**config.mk**
```make
export PLATFORM = sky130hd
export DESIGN_NAME = blist_cell
export DESIGN_NICKNAME = d
export VERILOG_FILES = /design/src/hw/rtl/blist_pkg.sv /design/src/hw/rtl/blist_cell.sv
export SDC_FILE = /design/constraint.sdc
export NUM_CORES = 1
export LEC_CHECK = 0
export BUFFER_PORTS_ARGS = -buffer_cell sky130_fd_sc_hd__buf_4
export CORE_UTILIZATION = 45
export DETAILED_ROUTE_END_ITERATION = 10
export PLACE_DENSITY = 0.86
export SLEW_MARGIN = 0
export SYNTH_ARGS = -nofsm -noshare
export SYNTH_HDL_FRONTEND = slang
export SYNTH_SLANG_ARGS = --single-unit
```
**constraint.sdc**
```tcl
create_clock -name clk -period 7.4 [get_ports clk]
set_input_delay 1.11 -clock clk [delete_from_list [all_inputs] [get_ports clk]]
set_output_delay 1.11 -clock clk [all_outputs]
set_load 0.03 [all_outputs]
```
**src/hw/rtl/blist_pkg.sv**
```systemverilog
// ----------------------------------------------------------------------------
// blist_pkg
// Shared types and constants for the bounded ordered list.
// ----------------------------------------------------------------------------
package blist_pkg;

	localparam int LIST_CAPACITY = 64;
	localparam int IDX_W         = 6;
	localparam int CNT_W         = 7;
	localparam int GRP_W         = 3;
	localparam int GRP_N         = 8;
	localparam int NGRP          = LIST_CAPACITY / GRP_N;
	localparam int NGRP_W        = IDX_W - GRP_W;
	localparam int VAL_W         = 32;
	localparam int FUNC_W        = 4;
	localparam int IN_W          = 48;
	localparam int OUT_W         = 56;

	localparam logic [FUNC_W-1:0] FN_INS_FRONT = 4'd0;
	localparam logic [FUNC_W-1:0] FN_INS_BACK  = 4'd1;
	localparam logic [FUNC_W-1:0] FN_REM_FRONT = 4'd2;
	localparam logic [FUNC_W-1:0] FN_REM_BACK  = 4'd3;
	localparam logic [FUNC_W-1:0] FN_INSERT_AT = 4'd4;
	localparam logic [FUNC_W-1:0] FN_REMOVE_AT = 4'd5;
	localparam logic [FUNC_W-1:0] FN_SEARCH    = 4'd6;
	localparam logic [FUNC_W-1:0] FN_SELECT    = 4'd7;
	localparam logic [FUNC_W-1:0] FN_REPLACE   = 4'd8;

	localparam logic [1:0] CELL_HOLD = 2'd0;
	localparam logic [1:0] CELL_INS  = 2'd1;
	localparam logic [1:0] CELL_REM  = 2'd2;
	localparam logic [1:0] CELL_WR   = 2'd3;

	typedef logic [VAL_W-1:0] val_t;

	typedef struct packed {
		logic [1:0]       op;
		logic [IDX_W-1:0] pos;
		val_t             wval;
	} cell_cmd_t;

endpackage

```
**src/hw/rtl/blist_cell.sv**
```systemverilog
// ----------------------------------------------------------------------------
// blist_cell
// One list slot: shifts from its neighbors on insert/remove, compares to key.
// ----------------------------------------------------------------------------
module blist_cell (
	input  logic                          clk,
	input  logic [blist_pkg::IDX_W-1:0]   index,
	input  blist_pkg::cell_cmd_t          cmd,
	input  blist_pkg::val_t               left,
	input  blist_pkg::val_t               right,
	input  blist_pkg::val_t               key,
	output blist_pkg::val_t               value,
	output logic                          match
);
	import blist_pkg::*;

	val_t value_q;

	always_ff @(posedge clk) begin
		case (cmd.op)
			CELL_INS: begin
				if (index == cmd.pos) begin
					value_q <= cmd.wval;
				end else if (index > cmd.pos) begin
					value_q <= left;
				end
			end
			CELL_REM: begin
				if (index >= cmd.pos) begin
					value_q <= right;
				end
			end
			CELL_WR: begin
				if (index == cmd.pos) begin
					value_q <= cmd.wval;
				end
			end
			default: begin
			end
		endcase
	end

	assign value = value_q;
	assign match = (value_q == key);

endmodule

```
Yosys cells after proc, flatten, opt, wreduce, memory -nomap -nowiden
Cells that the tools add are included.
{"block": "word_totals", "ff_bits": 32, "input_bits": 143, "word_cells": 18}
{"block": "classes", "order_cmp": 2, "n_eq_ne": 8, "n_mux": 5, "n_reduce_logical": 2}
{"op": "$mux W32", "count": 4}
{"op": "$pmux W32 S3", "count": 1}
{"op": "$eq A32 B32 Y1", "count": 1}
{"op": "$eq A6 B6 Y1", "count": 1}
{"op": "$ge A6 B6 Y1", "count": 1}
{"op": "$gt A6 B6 Y1", "count": 1}
{"op": "$eq A2 B2 Y1 const B", "count": 2}
{"op": "$ne A2 B2 Y1 const B", "count": 2}
{"op": "$reduce_and A4 Y1", "count": 1}
{"op": "$ne A3 B3 Y1 const B", "count": 1}
{"op": "$reduce_bool A3 Y1", "count": 1}
{"op": "$eq A2 B1 Y1 const B", "count": 1}

Logic depth before layout (Yosys ltp)
Gate-level depths: netlist (run 1).
{"block": "logic_depth", "ltp_word": 4, "depth_mapped": 7, "mapped_depth_nobuf": 6}

Worst setup path before layout (run 1)
OpenSTA, ideal clock, no wires.
{"block": "synth_path", "kind": "input to register", "from": "input port cmd[35] in the netlist's numbering", "to": "register value_q[0] (netlist: value[0]) (enable)", "arrival_ns": 3.343, "required_time_ns": 6.981, "setup_slack_ns": 3.638, "stages": 7, "path_buffers": 1, "path_cell_list": "inv_1 ha_1 nand4_4 nor2_8 buf_12 nor2_1 a211oi_2"}
{"block": "synth_via", "elab_chain_len": 3, "elab_cells_between_ends": 7, "cone_classes": "order compare: 2; eq/ne: 4; reduce/logical: 1"}
{"element": "from (decl)", "line_no": "blist_cell.sv:8", "text": "input blist_pkg::cell_cmd_t cmd,"}
{"element": "$gt A6 B6 Y1 (tied with other cells)", "line_no": "blist_cell.sv:24", "text": "end else if (index > cmd.pos) begin"}
{"element": "$ne A3 B3 Y1 (no source line) / $ne A2 B2 Y1 (equally long branches)"}
{"element": "$reduce_and A4 Y1 (no source line) (*)"}
{"element": "to (signal assigned)", "line_no": "blist_cell.sv:23", "text": "value_q <= cmd.wval;"}
{"element": "to (signal assigned)", "line_no": "blist_cell.sv:25", "text": "value_q <= left;"}
{"element": "to (signal assigned)", "line_no": "blist_cell.sv:30", "text": "value_q <= right;"}
{"element": "to (decl)", "line_no": "blist_cell.sv:17", "text": "val_t value_q;"}
Every way passes the cells marked *; elsewhere a longest branch is shown, timed or not.
A chain may end at the register's enable or synchronous reset.

Final worst setup path (run 1)
{"block": "layout_path", "from": "input port key[29]", "to": "output port match"}
{"block": "layout_via", "elab_chain_len": 1}
{"element": "from (decl)", "line_no": "blist_cell.sv:11", "text": "input blist_pkg::val_t key,"}
{"element": "$eq A32 B32 Y1", "line_no": "blist_cell.sv:44", "text": "assign match = (value_q == key);"}
{"element": "to (decl)", "line_no": "blist_cell.sv:13", "text": "output logic match"}
No other way between the ends.

==> results.toml, run 1 <==
[outcome]
status = "finished clean"

[drt]
wl_per_cell_um = 15.5
drt_iter0_drc = 100
drcViolationCount = 0
viasPerCell = 5.17
antenna_left = 0
wl_um = 7510
vias = 2509
dr.pass1.iters = 4

[synth]
synth_seq_cells = 32
netlist_area_um2 = 2560
synthCells = 245
ys_seq_area_frac = 0.376
avgSynthCellArea_um2 = 10.4
synth_top_area_cell = "edfxtp_1"
synth_fp_nets = 394
ys_warn_count = 0
synth_cell_type_count = 27
synth_area_leaders = "edfxtp_1 (38%), mux2i_1 (12%), xor2_1 (11%)"
netlist.area_leader.share = 0.376

[floorplan]
die_area_um2 = 5990
ios = 176
placementRows = 27
die_x_um = 77.4
initial_core_util = 0.464
core_um2 = 5510
fp.dieH_um = 77.4

[clocking]
ctsHoldBuffers = 0
postCtsSetupBuffers = 0
cts_tree = "built"
clk_pin_slew_ns = 0.07
cts_root_buffer = "clkbuf_8"
postCtsResizedCells = 0
clk_path_buf_depth = 2
cts-buffers-inserted = 5
cts_max_level = 2
cts_sinks = 32

[finish]
num_antenna_cells = 0
final_common_cell = "buf_4"
multi_input_area_um2 = 1460
layout_common_cells = "buf_4 (176), nor2b_1 (32), a21oi_1 (32), xor2_1 (32), edfxtp_1 (32)"
largest_register_ffs = 32
seqCellArea_um2 = 961
layout-drive-gt1-share = 0.455
nFillCells = 440
syn_to_final_growth_pct = 54.2
nets = 561

[power]
switching_share = 0.332
power_density_nw_per_um2 = 156
p_sw_w = 0.000204
p_leak_nw = 1.69
p_int_w = 0.000411
ir_drop_uv = 92.7
power_frac_comb = 0.384
clkPwrFrac = 0.205
seqPwrFrac = 0.410
totalPowerFinal_w = 0.000616

[timing]
period_minus_slack_ns = 3.39
slew_violations = 0
setup_viol = 0
tns_ns = 0
finalHoldViolations = 0
layout_worst_path_cycle_share = 0.458
fmaxAchievable_ghz = 0.295
slew_headroom = 0.330
tightest_slew_ns = 1.00
rsz0062_at_grt = "false"

[min_path]
hold_start = "cmd[13]"
hold_class = "in -> reg"
holdPathEnd = "value[13]"
min_path_cells = 2

[critical_path]
cp.required_ns = 6.29
worstSetupEndpointType = "output port"
cp_max_fo = 1
critPathKind = "in -> out"
cp.arrival_ns = 2.28
start_kind = "input port"

[global_route]
track_usage = 0.249
grt_pass1_wl_um = 11600
gr-total-overflow = 0
antenna_found_initial = 0
grt_pass1_vias = 2498
grt_max_degree = 66

[place]
portBuffers = 175
place_congestion = 0.832
hpwlAfterDp_um = 5900

[flow_run]
drv_cap = 0
## worst max-delay path by stage
stage | startpoint | end | slack [ns]
2_1_floorplan | cmd[35] | value[0] | 3.64
3_3_place_gp | index[3] | value[14] | 3.91
3_5_place_dp | index[3] | value[14] | 3.88
4_1_cts | key[16] | match | 3.98
5_1_grt | key[29] | match | 3.94
6_report | key[29] | match | 4.01
## cell families (layout without fill, tap and decap cells)
kind of cell / after synthesis / after routing / synth area share
buffers and inverters: 23 / 191 / 0.0558
AOI/OAI and AO/OA: 68 / 68 / 0.172
muxes: 31 / 31 / 0.121
adders and majority gates: 6 / 6 / 0.0294
DFF: 32 / 32 / 0.376
and+or+nand+nor: 53 / 53 / 0.136
xor gates and xnor gates: 32 / 32 / 0.110
## synthesized netlist by cell type, drive strengths merged
cell type / count
ha: 6
o211a: 1
or3: 2
nor2: 5
inv: 7
nor3: 1
nor4: 8
xor2: 32
a21boi: 1
edfxtp: 32
nand4: 3
o2111a: 1
a21oi: 32
mux2i: 31
clkbuf: 7
nand2: 2
nor2b: 32
o21ai: 1
buf: 9
a211oi: 32
## critical path, stage by stage
cell,delay [ns]
buf_4,0.11
xor2_1,0.15
nor4_1,0.48
nand4_1,0.14
nor2_1,0.12
buf_4,0.17
## power groups by stage
| stage | clock (W) | combinational [W] | sequential (W) |
|---|---|---|---|
| after detailed placement | 0 | 0.000237 | 0.000256 |
| after floorplan | 0 | 0.0000754 | 0.000300 |
| final | 0.000126 | 0.000237 | 0.000253 |
| after global routing | 0.000137 | 0.000253 | 0.000255 |
| after CTS | 0.000129 | 0.000237 | 0.000253 |
| after global placement | 0 | 0.000231 | 0.000255 |
## area by class of cell
class,count,area share
Sequential cell,32,0.244
Inverter,7,0.00666
Timing Repair Buffer,176,0.335
Clock buffer,6,0.0184
Tap cell,72,0.0228
Clock inverter,2,0.00286
Multi-Input combinational cell,190,0.370
## stage by stage
step	setup slack [ns]	cells	util	hold slack [ns]	area [µm²]
2_1_floorplan	3.64	245	-	1.34	2560
3_5_place_dp	3.88	477	0.701	1.48	3860
6_report	4.01	485	0.716	1.19	3940
4_1_cts	3.98	485	0.716	1.19	3940
3_3_place_gp	3.91	477	0.701	1.46	3860
5_1_grt	3.94	485	0.716	1.18	3940
## metal layers
layer / vias to the layer above / global-route usage / wire length [µm]
li1: 1246 / - / -
met1: 1132 / 0.277 / 2890
met2: 116 / 0.471 / 4010
met3: 15 / 0.0518 / 453
met4: 0 / 0.0736 / 157
met5: - / 0 / 0
Note: power is estimated with default switching activity, not from simulation.
==> run 2: changes to the inputs <==
Settings changed: ABC_AREA set to 1, PLACE_DENSITY 0.86 to 0.82.
Clock period 7.4 ns to 3.53 ns, I/O delays scaled along.
==> run 2 against run 1 <==
Compared with the run above:
- routed wire length rose by 17%
- cell area grew 11%
- first-iteration DRC count grew 62%
- largest power group is now combinational cells
- total power is 120% higher
- utilization shrank 2.9 points
- combinational power up 130%
- critical endpoint unchanged
==> results.toml, run 2 <==
[floorplan]
fp.dieH_um = 83.6
placementRows = 29
initial_core_util = 0.469
ios = 176
die_x_um = 83.6
core_um2 = 6390
die_area_um2 = 6990

[timing]
finalHoldViolations = 0
tightest_slew_ns = 1.09
fmaxAchievable_ghz = 0.475
setup_slack_ns = 1.42
setup_viol = 0
period_minus_slack_ns = 2.11
slew_headroom = 0.270
rsz0062_at_grt = "false"
tns_ns = 0
slew_violations = 0
layout_worst_path_cycle_share = 0.597

[drt]
viasPerCell = 4.91
wl_um = 8780
vias = 3513
antenna_left = 0
drt_iter0_drc = 162
dr.pass1.iters = 4
wl_per_cell_um = 12.3
drcViolationCount = 0

[global_route]
grt_pass1_vias = 3290
gr-total-overflow = 0
grt_max_degree = 83
track_usage = 0.254
grt_pass1_wl_um = 14300
antenna_found_initial = 0

[power]
power_density_nw_per_um2 = 308
ir_drop_uv = 201
p_leak_nw = 2.54
totalPowerFinal_w = 0.00135

[synth]
netlist.area_leader.share = 0.321
synth_seq_cells = 32
ys.flop_type = "edfxtp_1"
synth_common_cells = "nand2_1 (142), inv_1 (86), nand3_1 (66), nor2_1 (48), o21bai_1 (33)"
synthCells = 477
synth_top_area_cell = "edfxtp_1"
synth_fp_nets = 626
ys_warn_count = 0
ys_seq_area_frac = 0.321
yosysMostFrequentCell = "nand2_1"
async_reset_ff_frac = 0
synth_area_leaders = "edfxtp_1 (32%), nand2_1 (18%), nand3_1 (11%)"
avgSynthCellArea_um2 = 6.28
synth_cell_type_count = 18
synth_edf_count = 32
netlist_area_um2 = 3000

[critical_path]
slowest_delay_ns = 0.42
worst-path-stages = 8
crit_top_cell = "nor2_1"
crit_chain = "nor2_1 > nor2_1 > nor2_1 > nand2_1 > nor2_1 > nand2_1 > nor2_1 > buf_4"
crit_buf_inv = 1
cp.arrival_ns = 1.58
cp_slowest_cell = "edfxtp_1"
critPathKind = "reg -> out"
cp-endpoint = "match"
start_kind = "register"
cp.required_ns = 3.00
cp_max_fo = 3
timing.critical_path.from = "value[13]"
cp_top_family = "simple AND/OR/NAND/NOR gates"
worstSetupEndpointType = "output port"

[clocking]
cts_root_buffer = "clkbuf_8"
clk_pin_slew_ns = 0.06
cts_sinks = 32
ctsHoldBuffers = 0
cts_max_level = 2
postCtsResizedCells = 0
cts_tree = "built"
postCtsSetupBuffers = 0
cts-buffers-inserted = 5
clk_path_buf_depth = 2

[place]
placed_area_um2 = 4310
hpwlAfterDp_um = 6690
portBuffers = 175
place_congestion = 0.835
dpl_worst_slack_ns = 1.20

[finish]
nets = 786
syn_to_final_growth_pct = 46.3
multi_input_area_um2 = 1590
seqCellArea_um2 = 961
fin_area_um2 = 4390
final_common_cell = "buf_4"
num_antenna_cells = 0
nFillCells = 579
largest_register_ffs = 32
layout_common_cells = "buf_4 (178), nand2_1 (142), inv_1 (86), nand3_1 (66), nor2_1 (48)"
layout-drive-gt1-share = 0.292

[outcome]
status = "finished clean"

[flow_run]
drv_cap = 0

[min_path]
hold_class = "in -> reg"
## run 2: changes by cell type after synthesis, sizes merged, moves of 8 or more
cell | previous run | this run
nand2 | 2 | 142
o21bai | 0 | 33
nand3 | 0 | 67
xor2 | 32 | 3
a211oi | 32 | 0
inv | 7 | 86
mux2i | 31 | 0
o21ai | 1 | 32
a21oi | 32 | 2
nor2b | 32 | 0
nor2 | 5 | 49
nor4 | 8 | 0
## run 2: worst min path at each step
stage / startpoint / endpoint / slack (ns) / cells after the start
finish: cmd[25] / value[25] / 0.60 / 3
global route: cmd[25] / value[25] / 0.60 / 3
CTS: cmd[25] / value[25] / 0.60 / 3
detailed placement: cmd[25] / value[25] / 0.89 / 3
global placement: cmd[19] / value[19] / 0.88 / 3
floorplan: cmd[0] / value[0] / 0.79 / 2
## run 2: tightest hold or removal path, stage by stage
cell,delay [ns]
buf_4,0.08
o21ai_1,0.06
o21bai_1,0.11
## run 2: logic make-up after synthesis
kind of cell | share of synthesized area
flops | 0.321
fa+ha+maj | 0.0250
xor+xnor | 0.00877
simple gates | 0.354
compound gates | 0.139
buf+inv | 0.153
## run 2: stage by stage
stage / hold WS, ns / util / instances
6_report: 0.605 / 0.687 / 715
5_1_grt: 0.604 / 0.687 / 715
4_1_cts: 0.599 / 0.687 / 715
3_5_place_dp: 0.894 / 0.674 / 707
3_3_place_gp: 0.884 / 0.674 / 707
2_1_floorplan: 0.786 / - / 477
## run 2: layer usage
metal	part of all wire	wire length, µm	GRT usage
met5	0	0	0
met3	0.051	448	0.0326
met2	0.52	4600	0.462
met1	0.40	3520	0.299
met4	0.024	212	0.105
## run 2: area by class of cell
cell class	instances	area share
Timing Repair Buffer	178	0.305
Sequential cell	32	0.219
Inverter	86	0.0736
Multi-Input combinational cell	334	0.363
Clock buffer	7	0.0174
Tap cell	77	0.0220
Clock inverter	1	0.000856
## run 2: power breakdown
group | internal, W | switching, W
Clock | 0.000137 | 0.000128
Combinational | 0.000253 | 0.000300
Sequential | 0.000490 | 0.0000461
Total | 0.000880 | 0.000473
